`src/sv/assert_macros.svh`:
```
// Assertion helpers shared by the RTL
`ifndef ASSERT_MACROS_SVH
`define ASSERT_MACROS_SVH

// Assert a property on the rising clock, off during reset
`define CPD_ASSERT(label, prop, msg) \
  label: assert property (@(posedge clk) disable iff (rst) (prop)) else $error(msg);

// Assert a property on the rising clock, including reset
`define CPD_ASSERT_ALWAYS(label, prop, msg) \
  label: assert property (@(posedge clk) (prop)) else $error(msg);

`endif

```
`src/sv/cpd_pkg.sv`:
```
// ----------------------------------------------------------------------------
// cpd_pkg
// Shared widths and types of the closest pair distance block.
// ----------------------------------------------------------------------------
package cpd_pkg;

  localparam int CoordWidth  = 16;
  localparam int SquareWidth = 33;
  localparam int BestWidth   = 34;
  localparam int RootWidth   = 17;
  localparam int DefaultMaxPoints = 256;
  localparam int QueueDepth  = 2;

  localparam logic [BestWidth-1:0] BestReset = {BestWidth{1'b1}};

  // One point as the front part hands it to the back part
  typedef struct packed {
    logic signed [CoordWidth-1:0] x;
    logic signed [CoordWidth-1:0] y;
    logic                         last;
  } point_t;

endpackage

```
`src/sv/cpd_front.sv`:
```
// ----------------------------------------------------------------------------
// cpd_front
// Accepts points and holds them in a short queue for the search engine.
// ----------------------------------------------------------------------------
`include "assert_macros.svh"

module cpd_front (
  input  logic            clk,
  input  logic            rst,
  input  logic            start,
  output logic            busy,
  input  cpd_pkg::point_t in_point,
  output logic            q_valid,
  output cpd_pkg::point_t q_point,
  input  logic            q_pop
);

  localparam int Depth = cpd_pkg::QueueDepth;
  localparam int IdxWidth = $clog2(Depth);

  cpd_pkg::point_t        entries [Depth];
  logic [IdxWidth-1:0]    wr_ptr;
  logic [IdxWidth-1:0]    rd_ptr;
  logic [IdxWidth:0]      count;
  logic                   push;

  assign busy    = (count == (IdxWidth+1)'(Depth));
  assign push    = start && !busy;
  assign q_valid = (count != '0);
  assign q_point = entries[rd_ptr];

  always_ff @(posedge clk) begin
    if (push) begin
      entries[wr_ptr] <= in_point;
    end
  end

  always_ff @(posedge clk) begin
    if (rst) begin
      wr_ptr <= '0;
      rd_ptr <= '0;
      count  <= '0;
    end else begin
      if (push) begin
        wr_ptr <= (wr_ptr == IdxWidth'(Depth-1)) ? '0 : wr_ptr + 1'b1;
      end
      if (q_pop) begin
        rd_ptr <= (rd_ptr == IdxWidth'(Depth-1)) ? '0 : rd_ptr + 1'b1;
      end
      count <= count + (IdxWidth+1)'(push) - (IdxWidth+1)'(q_pop);
    end
  end

  `CPD_ASSERT(a_no_pop_empty, q_pop |-> q_valid, "pop from empty queue")
  `CPD_ASSERT(a_count_bound, count <= (IdxWidth+1)'(Depth), "queue count overflow")

endmodule

```
`config.mk`:
```
export PLATFORM = sky130hd
export DESIGN_NAME = cpd_front
export DESIGN_NICKNAME = d
export VERILOG_FILES = /design/src/sv/cpd_pkg.sv /design/src/sv/cpd_front.sv
export VERILOG_INCLUDE_DIRS = /design/src /design/src/sv
export SDC_FILE = /design/constraint.sdc
export NUM_CORES = 1
export LEC_CHECK = 0
export BUFFER_PORTS_ARGS = -buffer_cell sky130_fd_sc_hd__buf_2
export CAP_MARGIN = 20
export CORE_ASPECT_RATIO = 0.6
export CORE_MARGIN = 8
export CORE_UTILIZATION = 46
export CTS_CLUSTER_DIAMETER = 30
export DETAILED_ROUTE_END_ITERATION = 10
export PLACE_DENSITY = 0.78
export SYNTH_ARGS = -nofsm -noshare
export SYNTH_HDL_FRONTEND = slang
export SYNTH_SLANG_ARGS = --single-unit
export TNS_END_PERCENT = 10
```
`constraint.sdc`:
```
create_clock -name clk -period 2 [get_ports clk]
set_input_delay 0.2 -clock clk [delete_from_list [all_inputs] [get_ports clk]]
set_output_delay 0.2 -clock clk [all_outputs]
set_load 0.005 [all_outputs]
```
# Word level (Yosys, flattened, before mapping)
# Memory sizes are Yosys's and may differ from the RTL's. A register that Yosys moved wholly into a read port is not among the register bits.
# Cells that the tools add are included.
# word_totals
ff_bits,4
input_bits,37
romBits,0
word_cells,18
mem_count,1
latchBits,0
ram_bits,66
# mem_list
name,depth,width,rd,rd_ports_with_merged_regs,wr,line,text
entries,2,33,1,1,1,cpd_front.sv:21,cpd_pkg::point_t entries [Depth];
# classes
order_cmp,0
div_mod_pow,0
bitwise,0
eq_ne,1
shifts,0
multipliers,0
n_mux,6
n_reduce_logical,3
n_addsub,4
# ops
op,n
two-way mux 1 bit,6
adder 1 bit (second input constant),2
adder 2 x 1 -> 2 bit,1
equality test 2 bit (second input constant),1
nonzero test 2 bit,1
subtractor 2 x 1 -> 2 bit,1
logical AND 1 bit,1
zero test 1 bit,1

# Logic depth before layout (Yosys ltp)
# Gate-level depths: netlist (run 1).
# logic_depth
ltp_word,5
depth_mapped,8

# Worst setup path before layout (run 1)
# No wires, ideal clock.
# synth_timing
kind,register to register
start,register count[0]
end,memory entries[0][0] (netlist name) (enable)
setup_slack_ns,0.139
n_path_buf,0
path_stages_with_launch,5
arrival_time_ns,1.474
setup_ns,0.388
t_required_ns,1.612
cell_sequence,dfxtp_1 > nand2b_2 > inv_2 > or3_1 > inv_1
# synth_between
elab_chain_cells,5
# synth_lines
element,line,text
start: declaration,cpd_front.sv:24,logic [IdxWidth:0] count;
start signal: assignment,cpd_front.sv:50,count <= count + (IdxWidth+1)'(push) - (IdxWidth+1)'(q_pop);
equality test 2 bit,cpd_front.sv:27,assign busy = (count == (IdxWidth+1)'(Depth));
named net busy,cpd_front.sv:11,"output logic busy,"
zero test 1 bit,cpd_front.sv:28,assign push = start && !busy;
logical AND 1 bit,cpd_front.sv:28,
two-way mux 1 bit,cpd_front.sv:33,if (push) begin
two-way mux 1 bit (implied by the code),cpd_front.sv:34,entries[wr_ptr] <= in_point;
end: declaration,cpd_front.sv:21,
# The timed path passes the listed nets, and every way through them passes these cells.

==> results of run 1 <==
==> routing by layer <==
layer | GRT usage, % | vias to the layer above
met4 | 5.72 | 0
met1 | 14.0 | 666
met2 | 16.9 | 55
li1 | - | 656
met5 | 0 | -
met3 | 7.05 | 8
==> how the worst max path moves through the flow <==
stage	depth (start not counted)	from	endpoint
finish	3	register	q_point[22]
global route	3	register	q_point[22]
CTS	3	register	q_point[3]
detailed placement	8	count[0]$_SDFF_PP0_	count[1]$_SDFF_PP0_
global placement	8	count[0]$_SDFF_PP0_	count[1]$_SDFF_PP0_
floorplan	4	count[0]$_SDFF_PP0_	entries[0][0]$_DFFE_PP_
==> report_power, final <==
part / internal, mW / switching, mW
combinational: 0.239 / 0.238
clock: 0.767 / 0.502
sequential: 1.79 / 0.0352
==> final cells by class <==
cell class                 count  area (µm²)
multi-input combinational     50         485
clock inverter                 5        80.1
timing repair buffer          74         403
inverter                       4        15.0
clock buffer                  11         151
tap                           80         100
sequential                    71        2080
fill                         447        2230
==> sequential cells by signal, summed over array words and instances, names as in the netlist, named ones only <==
name	count
entries	66
count	2
rd_ptr	1
wr_ptr	1
==> cell families after synthesis <==
group                      synth area share (%)
and+or+nand+nor                            2.34
DFF                                        79.4
AOI/OAI and AO/OA                         0.381
xor gates and xnor gates                  0.668
adders and majority gates                 0.955
buffers and inverters                      2.05
muxes                                      14.2
==> critical path: cells and delay by family (launching register included) <==
family,cells,cell delay [ns]
buffers and inverters,2,0.52
DFF,1,0.31
muxes,1,0.40
==> cell usage after synthesis (all sizes together) <==
library cell,count
xor2,1
dfxtp,5
or2,1
buf,4
o21ai,1
nor2,3
and3,1
nor2b,1
nand2b,1
nand2,1
xnor2,1
nor3,1
or3,1
ha,2
mux2,33
inv,4
and2,1
a21oi,1
edfxtp,66
==> cells in the final DEF, fill, tap and decap left out <==
cell,netlist,layout
buf_2,1,71
edfxtp_1,66,66
mux2_2,33,33
clkbuf_8,0,11
dfxtp_1,5,5
inv_1,3,3
nor2_1,3,3
ha_1,2,2
clkinvlp_4,0,2
bufinv_16,0,2
buf_12,0,2
nand2b_2,1,1
inv_2,1,1
nand2_1,1,1
or2_2,1,1
and3_2,1,1
or3_1,1,1
nor2b_1,1,1
xnor2_1,1,1
o21ai_0,1,1
a21oi_1,1,1
xor2_1,1,1
and2_1,1,1
nor3_1,1,1
clkinv_2,0,1
buf_4,0,1
==> stage by stage <==
stage                     setup WS, ns  instances
final                            0.233        295
after global routing             0.148        295
after CTS                        0.203        295
after detailed placement         0.465        279
after global placement           0.542        279
after floorplan                  0.139        129
==> results_dict.tcl, run 1 <==
set metrics [dict create \
    clock_latency_ns 0.34 \
    synth_top_area_share_pct 75.6 \
    r2r-start "count[0]$_SDFF_PP0_" \
    die_y_um 74.5 \
    die_area_mm2 0.00845 \
    required_ns 1.80 \
    status "finished clean" \
    synth_cell_types 21 \
    routed-wl-met3_um 481 \
    chipWidth_um 113 \
    grt_pass1_wl_um 7240 \
    grtUsageTotal_pct 11.8 \
    crit_arrival_ns 1.57 \
    synth_largest_area_cell "edfxtp_1" \
    port-buffer-count 71 \
    syn-instance-count 129 \
    worstMarginPinSlew_ns 0.437 \
    start_util_pct 47.3 \
    yosys-top-cells-area "edfxtp_1, mux2_2, dfxtp_1, buf_6, ha_1" \
    rsz0062_at_grt "no" \
    power_per_cell_area_mw_per_mm2 1080 \
    highest_layer "met4" \
    critPathSlowestCell "mux2_2" \
    peakVddDrop_mv 0.602 \
    finalWeightedCongestion 0.721 \
    path_clk_slew_ns 0.07 \
    endpoint_kind "output pin" \
    grt_pass1_vias 1492 \
    yosys_warnings 0 \
    cts_buffers 9 \
    cts_hold_buf 0 \
    worstHoldPathType "input port to register" \
    hp-start "in_point[1]" \
    p_total_mw 3.57 \
    seq_area_frac_synth_pct 79.4 \
    area_growth_pct 26.5 \
    cts.sinks 71 \
    drt-met1-wl_um 2220 \
    antenna_left 0 \
    drv_cap 0 \
    antenna_found_initial 0 \
    hold_path_depth 1 \
    path_max_fanout 33 \
    final_area_mm2 0.00332 \
    max-clock-path-buffers 2 \
    whs_ns 0.0477 \
    synthesis.area_mm2 0.00262 \
    drtPass1Iterations 3 \
    nets 249 \
    r2r_cells 8 \
    drive_gt1_share_pct 59.1 \
    crit_type "register to output pin" \
    viasPerCell 4.69 \
    fin_setup_tns_ns 0 \
    cts_tree "built" \
    hold_violations 0 \
    htreeDepth 3 \
    slew_viol_final 0 \
    dr_total_vias 1385 \
    wl_met2_um 1980 \
    ys_seq_elements 71 \
    start_kind "register" \
    critPathMaxStageDelay_ns 0.40 \
    finClkSkew_ns 0.00794 \
    path_cells "buf_4 -> mux2_2 -> buf_2" \
    fmax_ghz 0.566 \
    dpl.hpwl_um 3240 \
    period_share_pct 88.3 \
    slew_headroom_pct 70.8 \
    wl_um 4750 \
    rows 21 \
    layout_min_cycle_time_ns 1.77 \
    syn-num-nets 168 \
    dpl_cell_area_mm2 0.00309 \
    leakage_nw 1.27 \
    final_util_pct 59.8 \
    reg2reg_to "count[1]$_SDFF_PP0_" \
    grt_overflow 0 \
    wl_per_cell_um 16.1 \
    reg2reg_slack_ns 0.48 \
    setup_viol_count_final 0 \
    core_mm2 0.00554 \
    grt_max_degree 34 \
    io_pins 72 \
    diodes 0 \
    cts_setup_buffers 0 \
    avgSynthCellArea_um2 20.3 \
    worstHoldEndpoint "entries[1][1]$_DFFE_PP_" \
    cts-root-buf "clkbuf_8" \
    drc 0 \
    cts_resized 0 \
    drtIter0Drc 55 \
]
(Power assumes the default switching activity.)
==> inputs of run 2 (changes only) <==
- CORE_UTILIZATION: 46 -> 51
- CTS_CLUSTER_SIZE: not set -> 30
- PLACE_DENSITY: 0.78 -> 0.82
- RECOVER_POWER: not set -> 25
- clock period: 2 -> 1.9 ns (I/O delays scaled with it)
==> run 2 against run 1 <==
Non-clock buffer count grew 3. Global-route usage up 0.98 points. Sequential cell count is the same. Worst setup slack gained 0.019 ns. Final cell count down 3.7%. Via count is essentially flat. Critical path depth stayed put. Hold slack got worse by 0.012 ns. Critical path type unchanged. Highest routed layer unchanged.
==> results_dict.tcl, run 2 (synthesized netlist as in run 1, its figures left out) <==
set metrics [dict create \
    status "finished clean" \
    peakVddDrop_mv 0.693 \
    cts_resized 0 \
    cp-endpoint "q_point[1]" \
    grtUsageTotal_pct 12.8 \
    largest_register_ffs 66 \
    dr_total_vias 1384 \
    clock_latency_ns 0.34 \
    grt_pass1_wl_um 7310 \
    final_common_cell "edfxtp_1" \
    slew_headroom_pct 82.1 \
    leakage_nw 1.27 \
    reg2reg_to "count[1]$_SDFF_PP0_" \
    p_sw_mw 0.801 \
    antenna_left 0 \
    start_kind "register" \
    grt_max_degree 20 \
    htreeDepth 3 \
    viasPerCell 4.87 \
    p_sw_share_pct 20.4 \
    required_ns 1.71 \
    p_clk_share_pct 38.7 \
    worstHoldPathType "input port to register" \
    finClkSkew_ns 0.00850 \
    fmax_ghz 0.607 \
    io_pins 72 \
    dpl.hpwl_um 3320 \
    hp-start "in_point[26]" \
    p_total_mw 3.93 \
    worstMarginPinSlew_ns 0.269 \
    cts.sinks 71 \
    hold_violations 0 \
    whs_ns 0.0360 \
    chipWidth_um 109 \
    nets 252 \
    cts_tree "built" \
    port-buffer-count 71 \
    rows 20 \
    grt_overflow 0 \
    diodes 0 \
    path_max_fanout 19 \
    drtIter0Drc 39 \
    seq_power_share_pct 48.9 \
    period_share_pct 86.8 \
    start_util_pct 52.4 \
    crit_arrival_ns 1.46 \
    combPwrFrac_pct 12.3 \
    drtPass1Iterations 4 \
    area_growth_pct 26.4 \
    top_register "entries" \
    wl_per_cell_um 16.5 \
    die_y_um 71.5 \
    drv_cap 0 \
    crit_type "register to output pin" \
    cts-root-buf "clkbuf_8" \
    antenna_found_initial 0 \
    finalWeightedCongestion 0.695 \
    cts_hold_buf 0 \
    slew_viol_final 0 \
    p_int_mw 3.13 \
    grt_pass1_vias 1504 \
    wl_um 4690 \
    endpoint_kind "output pin" \
    setup_viol_count_final 0 \
    reg2reg_slack_ns 0.37 \
    drive_gt1_share_pct 54.6 \
    r2r-start "count[0]$_SDFF_PP0_" \
    reg.largest.list "entries: 66 flops, count: 2 flops" \
    path_clk_slew_ns 0.07 \
    layout_min_cycle_time_ns 1.65 \
    r2r_cells 8 \
    die_area_mm2 0.00776 \
    cts_buffers 9 \
    fin_setup_tns_ns 0 \
    drc 0 \
    cts_setup_buffers 0 \
    max-clock-path-buffers 2 \
    layout_common_cells "edfxtp_1, buf_2, mux2_2" \
    core_mm2 0.00500 \
    rsz0062_at_grt "no" \
    power_per_cell_area_mw_per_mm2 1190 \
]
==> run 2: cell types whose count changed in the layout (fill, tap and decap cells not counted), sizes merged <==
cell      change
buf           -6
bufinv        +2
clkbuf        +8
clkinv        +1
clkinvlp      -2
==> run 2: area by class of cell <==
| cell class | instances | area [µm²] |
|---|---|---|
| flip-flops and latches | 71 | 2080 |
| well taps | 66 | 82.6 |
| repair buffers | 77 | 389 |
| inverters | 4 | 15.0 |
| fillers | 361 | 1690 |
| multi-input cells | 50 | 485 |
| clock inverters | 6 | 133 |
| clock buffers | 10 | 128 |
==> run 2: worst min-delay path by stage <==
stage,end,depth (start not counted),slack (ns)
after floorplan,wr_ptr$_SDFFE_PP0P_,1,0.26
after global placement,entries[1][30]$_DFFE_PP_,1,0.38
after detailed placement,entries[0][26]$_DFFE_PP_,1,0.38
after CTS,entries[0][23]$_DFFE_PP_,1,0.02
after global routing,entries[0][23]$_DFFE_PP_,1,0.02
final,entries[1][26]$_DFFE_PP_,1,0.04
==> run 2: power groups by stage <==
stage	sequential (mW)	combinational (mW)	clock [mW]
2_1_floorplan	1.95	0.278	0
3_3_place_gp	1.95	0.492	0
3_5_place_dp	1.96	0.496	0
4_1_cts	1.92	0.500	1.56
5_1_grt	1.94	0.539	1.62
6_report	1.92	0.486	1.52
==> run 2: routing by layer <==
| metal | routed length [µm] | vias up | GRT usage (%) | share of wire, % |
|---|---|---|---|---|
| met4 | 74 | 0 | 6.33 | 1.6 |
| met1 | 2040 | 659 | 14.9 | 44 |
| met2 | 2030 | 56 | 18.5 | 43 |
| met3 | 546 | 9 | 7.43 | 12 |
| met5 | 0 | - | 0 | 0 |
| li1 | - | 660 | - | - |
==> run 2: worst max-delay path: stages, from the launching register on <==
cell,delay [ns]
dfxtp_1,0.33
buf_4,0.27
mux2_2,0.39
buf_2,0.13
==> run 2: per-stage QoR <==
step,setup WS (ns),instance area (µm²),std cells,utilization [%]
6_report,0.252,3310,284,66.2
3_3_place_gp,0.416,3070,268,61.3
5_1_grt,0.184,3310,284,66.2
3_5_place_dp,0.366,3070,268,61.3
2_1_floorplan,0.0388,2620,129,-
4_1_cts,0.222,3330,284,66.5
==> inputs of run 3 (changes only) <==
- CORE_UTILIZATION: 51 -> 54
- CTS_BUF_LIST: not set -> sky130_fd_sc_hd__clkbuf_4
- PLACE_DENSITY: 0.82 -> 0.86
==> run 3 against run 2 <==
Global-route usage is 2.7 points higher. Wire length up 17%. Critical path depth did not move. Clock power shrank 23%. Final cell count rose by 11%. Hold slack lost 0.012 ns. Clock skew increased by 0.010 ns. Critical path type unchanged. Critical endpoint is now q_point[25]. Highest routed layer unchanged.
==> results_dict.tcl, run 3 (synthesized netlist as in run 1, its figures left out) <==
set metrics [dict create \
    status "finished clean" \
    layout_common_cells "edfxtp_1, buf_2, mux2_2, dlygate4sd3_1, clkbuf_1" \
    grtUsageTotal_pct 15.5 \
    fmax_ghz 0.583 \
    drtPass1Iterations 4 \
    critPathMaxStageDelay_ns 0.38 \
    cts_setup_buffers 0 \
    cts_tree "built" \
    crit_type "register to output pin" \
    start_util_pct 56.8 \
    p_clk_share_pct 32.1 \
    power_per_cell_area_mw_per_mm2 1020 \
    viasPerCell 4.83 \
    start_kind "register" \
    worstMarginPinSlew_ns 0.241 \
    layout_min_cycle_time_ns 1.72 \
    critPathTopFamily "buffers and inverters" \
    p_sw_mw 0.795 \
    diodes 0 \
    grtUsageMet1_pct 15.5 \
    crit_arrival_ns 1.53 \
    worstHoldPathType "input port to register" \
    area_growth_pct 35.6 \
    rows 19 \
    critPathSlowestCell "mux2_2" \
    fin_setup_tns_ns 0 \
    drv_cap 0 \
    reg.largest.list "entries: 66 flops, count: 2 flops" \
    drive_gt1_share_pct 44.6 \
    rsz0062_at_grt "no" \
    grt_max_degree 18 \
    nets 285 \
    cts_buffers 9 \
    required_ns 1.71 \
    hold_violations 0 \
    register_area_mm2 0.00208 \
    largest_register_ffs 66 \
    htreeDepth 3 \
    cts_resized 0 \
    cp_num_buf_inv 2 \
    wl_per_cell_um 17.5 \
    peakVddDrop_mv 0.919 \
    cts_hold_buf 33 \
    gr-usage-met3_pct 8.33 \
    top_register "entries" \
    die_y_um 70.0 \
    p_int_mw 2.85 \
    combPwrFrac_pct 15.1 \
    path_max_fanout 17 \
    p_sw_share_pct 21.8 \
    slew_viol_final 0 \
    path_clk_slew_ns 0.10 \
    period_share_pct 90.3 \
    endpoint_kind "output pin" \
    antenna_found_initial 0 \
    setup_viol_count_final 0 \
    final-instance-count-excl-fill 314 \
    finClkSkew_ns 0.0190 \
    antenna_left 0 \
    grt-busiest-layer "met2" \
    seq_power_share_pct 52.8 \
    finalWeightedCongestion 0.731 \
    core_mm2 0.00461 \
    globalRouteMet2Util_pct 26.7 \
    fill_cells 279 \
    dpl.hpwl_um 3420 \
    drc 0 \
    drtIter0Drc 82 \
    io_pins 72 \
    dr_total_vias 1518 \
    multi_input_area_um2 485 \
    dp.cells 265 \
    path_cells "buf_4 -> mux2_2 -> buf_2" \
    cts-root-buf "clkbuf_4" \
    clock_latency_ns 0.41 \
    chipWidth_um 106 \
    grt_overflow 0 \
    wl_um 5510 \
    final_common_cell "edfxtp_1" \
    grt_pass1_vias 1728 \
    final_util_pct 77.0 \
    slew_headroom_pct 83.9 \
    cts.sinks 71 \
    port-buffer-count 71 \
    max-clock-path-buffers 2 \
    grt_pass1_wl_um 8820 \
    leakage_nw 1.36 \
    die_area_mm2 0.00741 \
]
==> run 3: cell types whose count changed in the layout (fill, tap and decap cells not counted) <==
| cell | before | now |
|---|---|---|
| dlygate4sd3_1 | 0 | 33 |
| clkbuf_8 | 9 | 0 |
| clkinv_2 | 0 | 2 |
| bufinv_16 | 4 | 3 |
| clkbuf_1 | 10 | 18 |
| clkinv_1 | 1 | 0 |
| clkbuf_4 | 0 | 10 |
| buf_2 | 62 | 53 |
==> run 3: per-layer routing <==
layer / part of all wire [%] / up-vias
met1: 38 / 719
met4: 1.4 / 0
li1: - / 728
met2: 52 / 61
met3: 9.4 / 10
met5: 0 / -
==> run 3: area by class of cell <==
type,count,share of cell area (%)
multi-input combinational,50,13.7
clock buffer,10,2.11
clock inverter,6,3.06
sequential,71,58.6
timing repair buffer,110,19.9
inverter,4,0.423
tap,63,2.22
==> run 3: power groups by stage <==
stage                     Combinational [mW]  Clock (mW)  Sequential, mW
after floorplan                        0.278           0            1.95
after global placement                 0.490           0            1.95
after detailed placement               0.499           0            1.96
after CTS                              0.554        1.19            1.92
after global routing                   0.598        1.24            1.94
final                                  0.548        1.17            1.92
==> run 3: worst paths after layout <==
| check | start | end | slack, ns | depth (start not counted) |
|---|---|---|---|---|
| setup / recovery | register | q_point[25] | 0.18 | 3 |
| hold / removal | rst | count[1]$_SDFF_PP0_ | 0.02 | 2 |
| setup reg to reg | count[0]$_SDFF_PP0_ | entries[0][29]$_DFFE_PP_ | 0.35 | 5 |
| hold reg to reg | rd_ptr$_SDFFE_PP0P_ | rd_ptr$_SDFFE_PP0P_ | 0.54 | 2 |
==> run 3: stage by stage <==
step / power, mW / area, µm² / setup slack [ns] / hold slack, ns
floorplan: 2.22 / 2620 / 0.0388 / 0.259
global placement: 2.44 / 3060 / 0.445 / 0.378
detailed placement: 2.46 / 3060 / 0.359 / 0.382
CTS: 3.66 / 3580 / 0.178 / 0.00643
global route: 3.78 / 3550 / 0.0917 / 0.0122
finish: 3.64 / 3550 / 0.185 / 0.0237
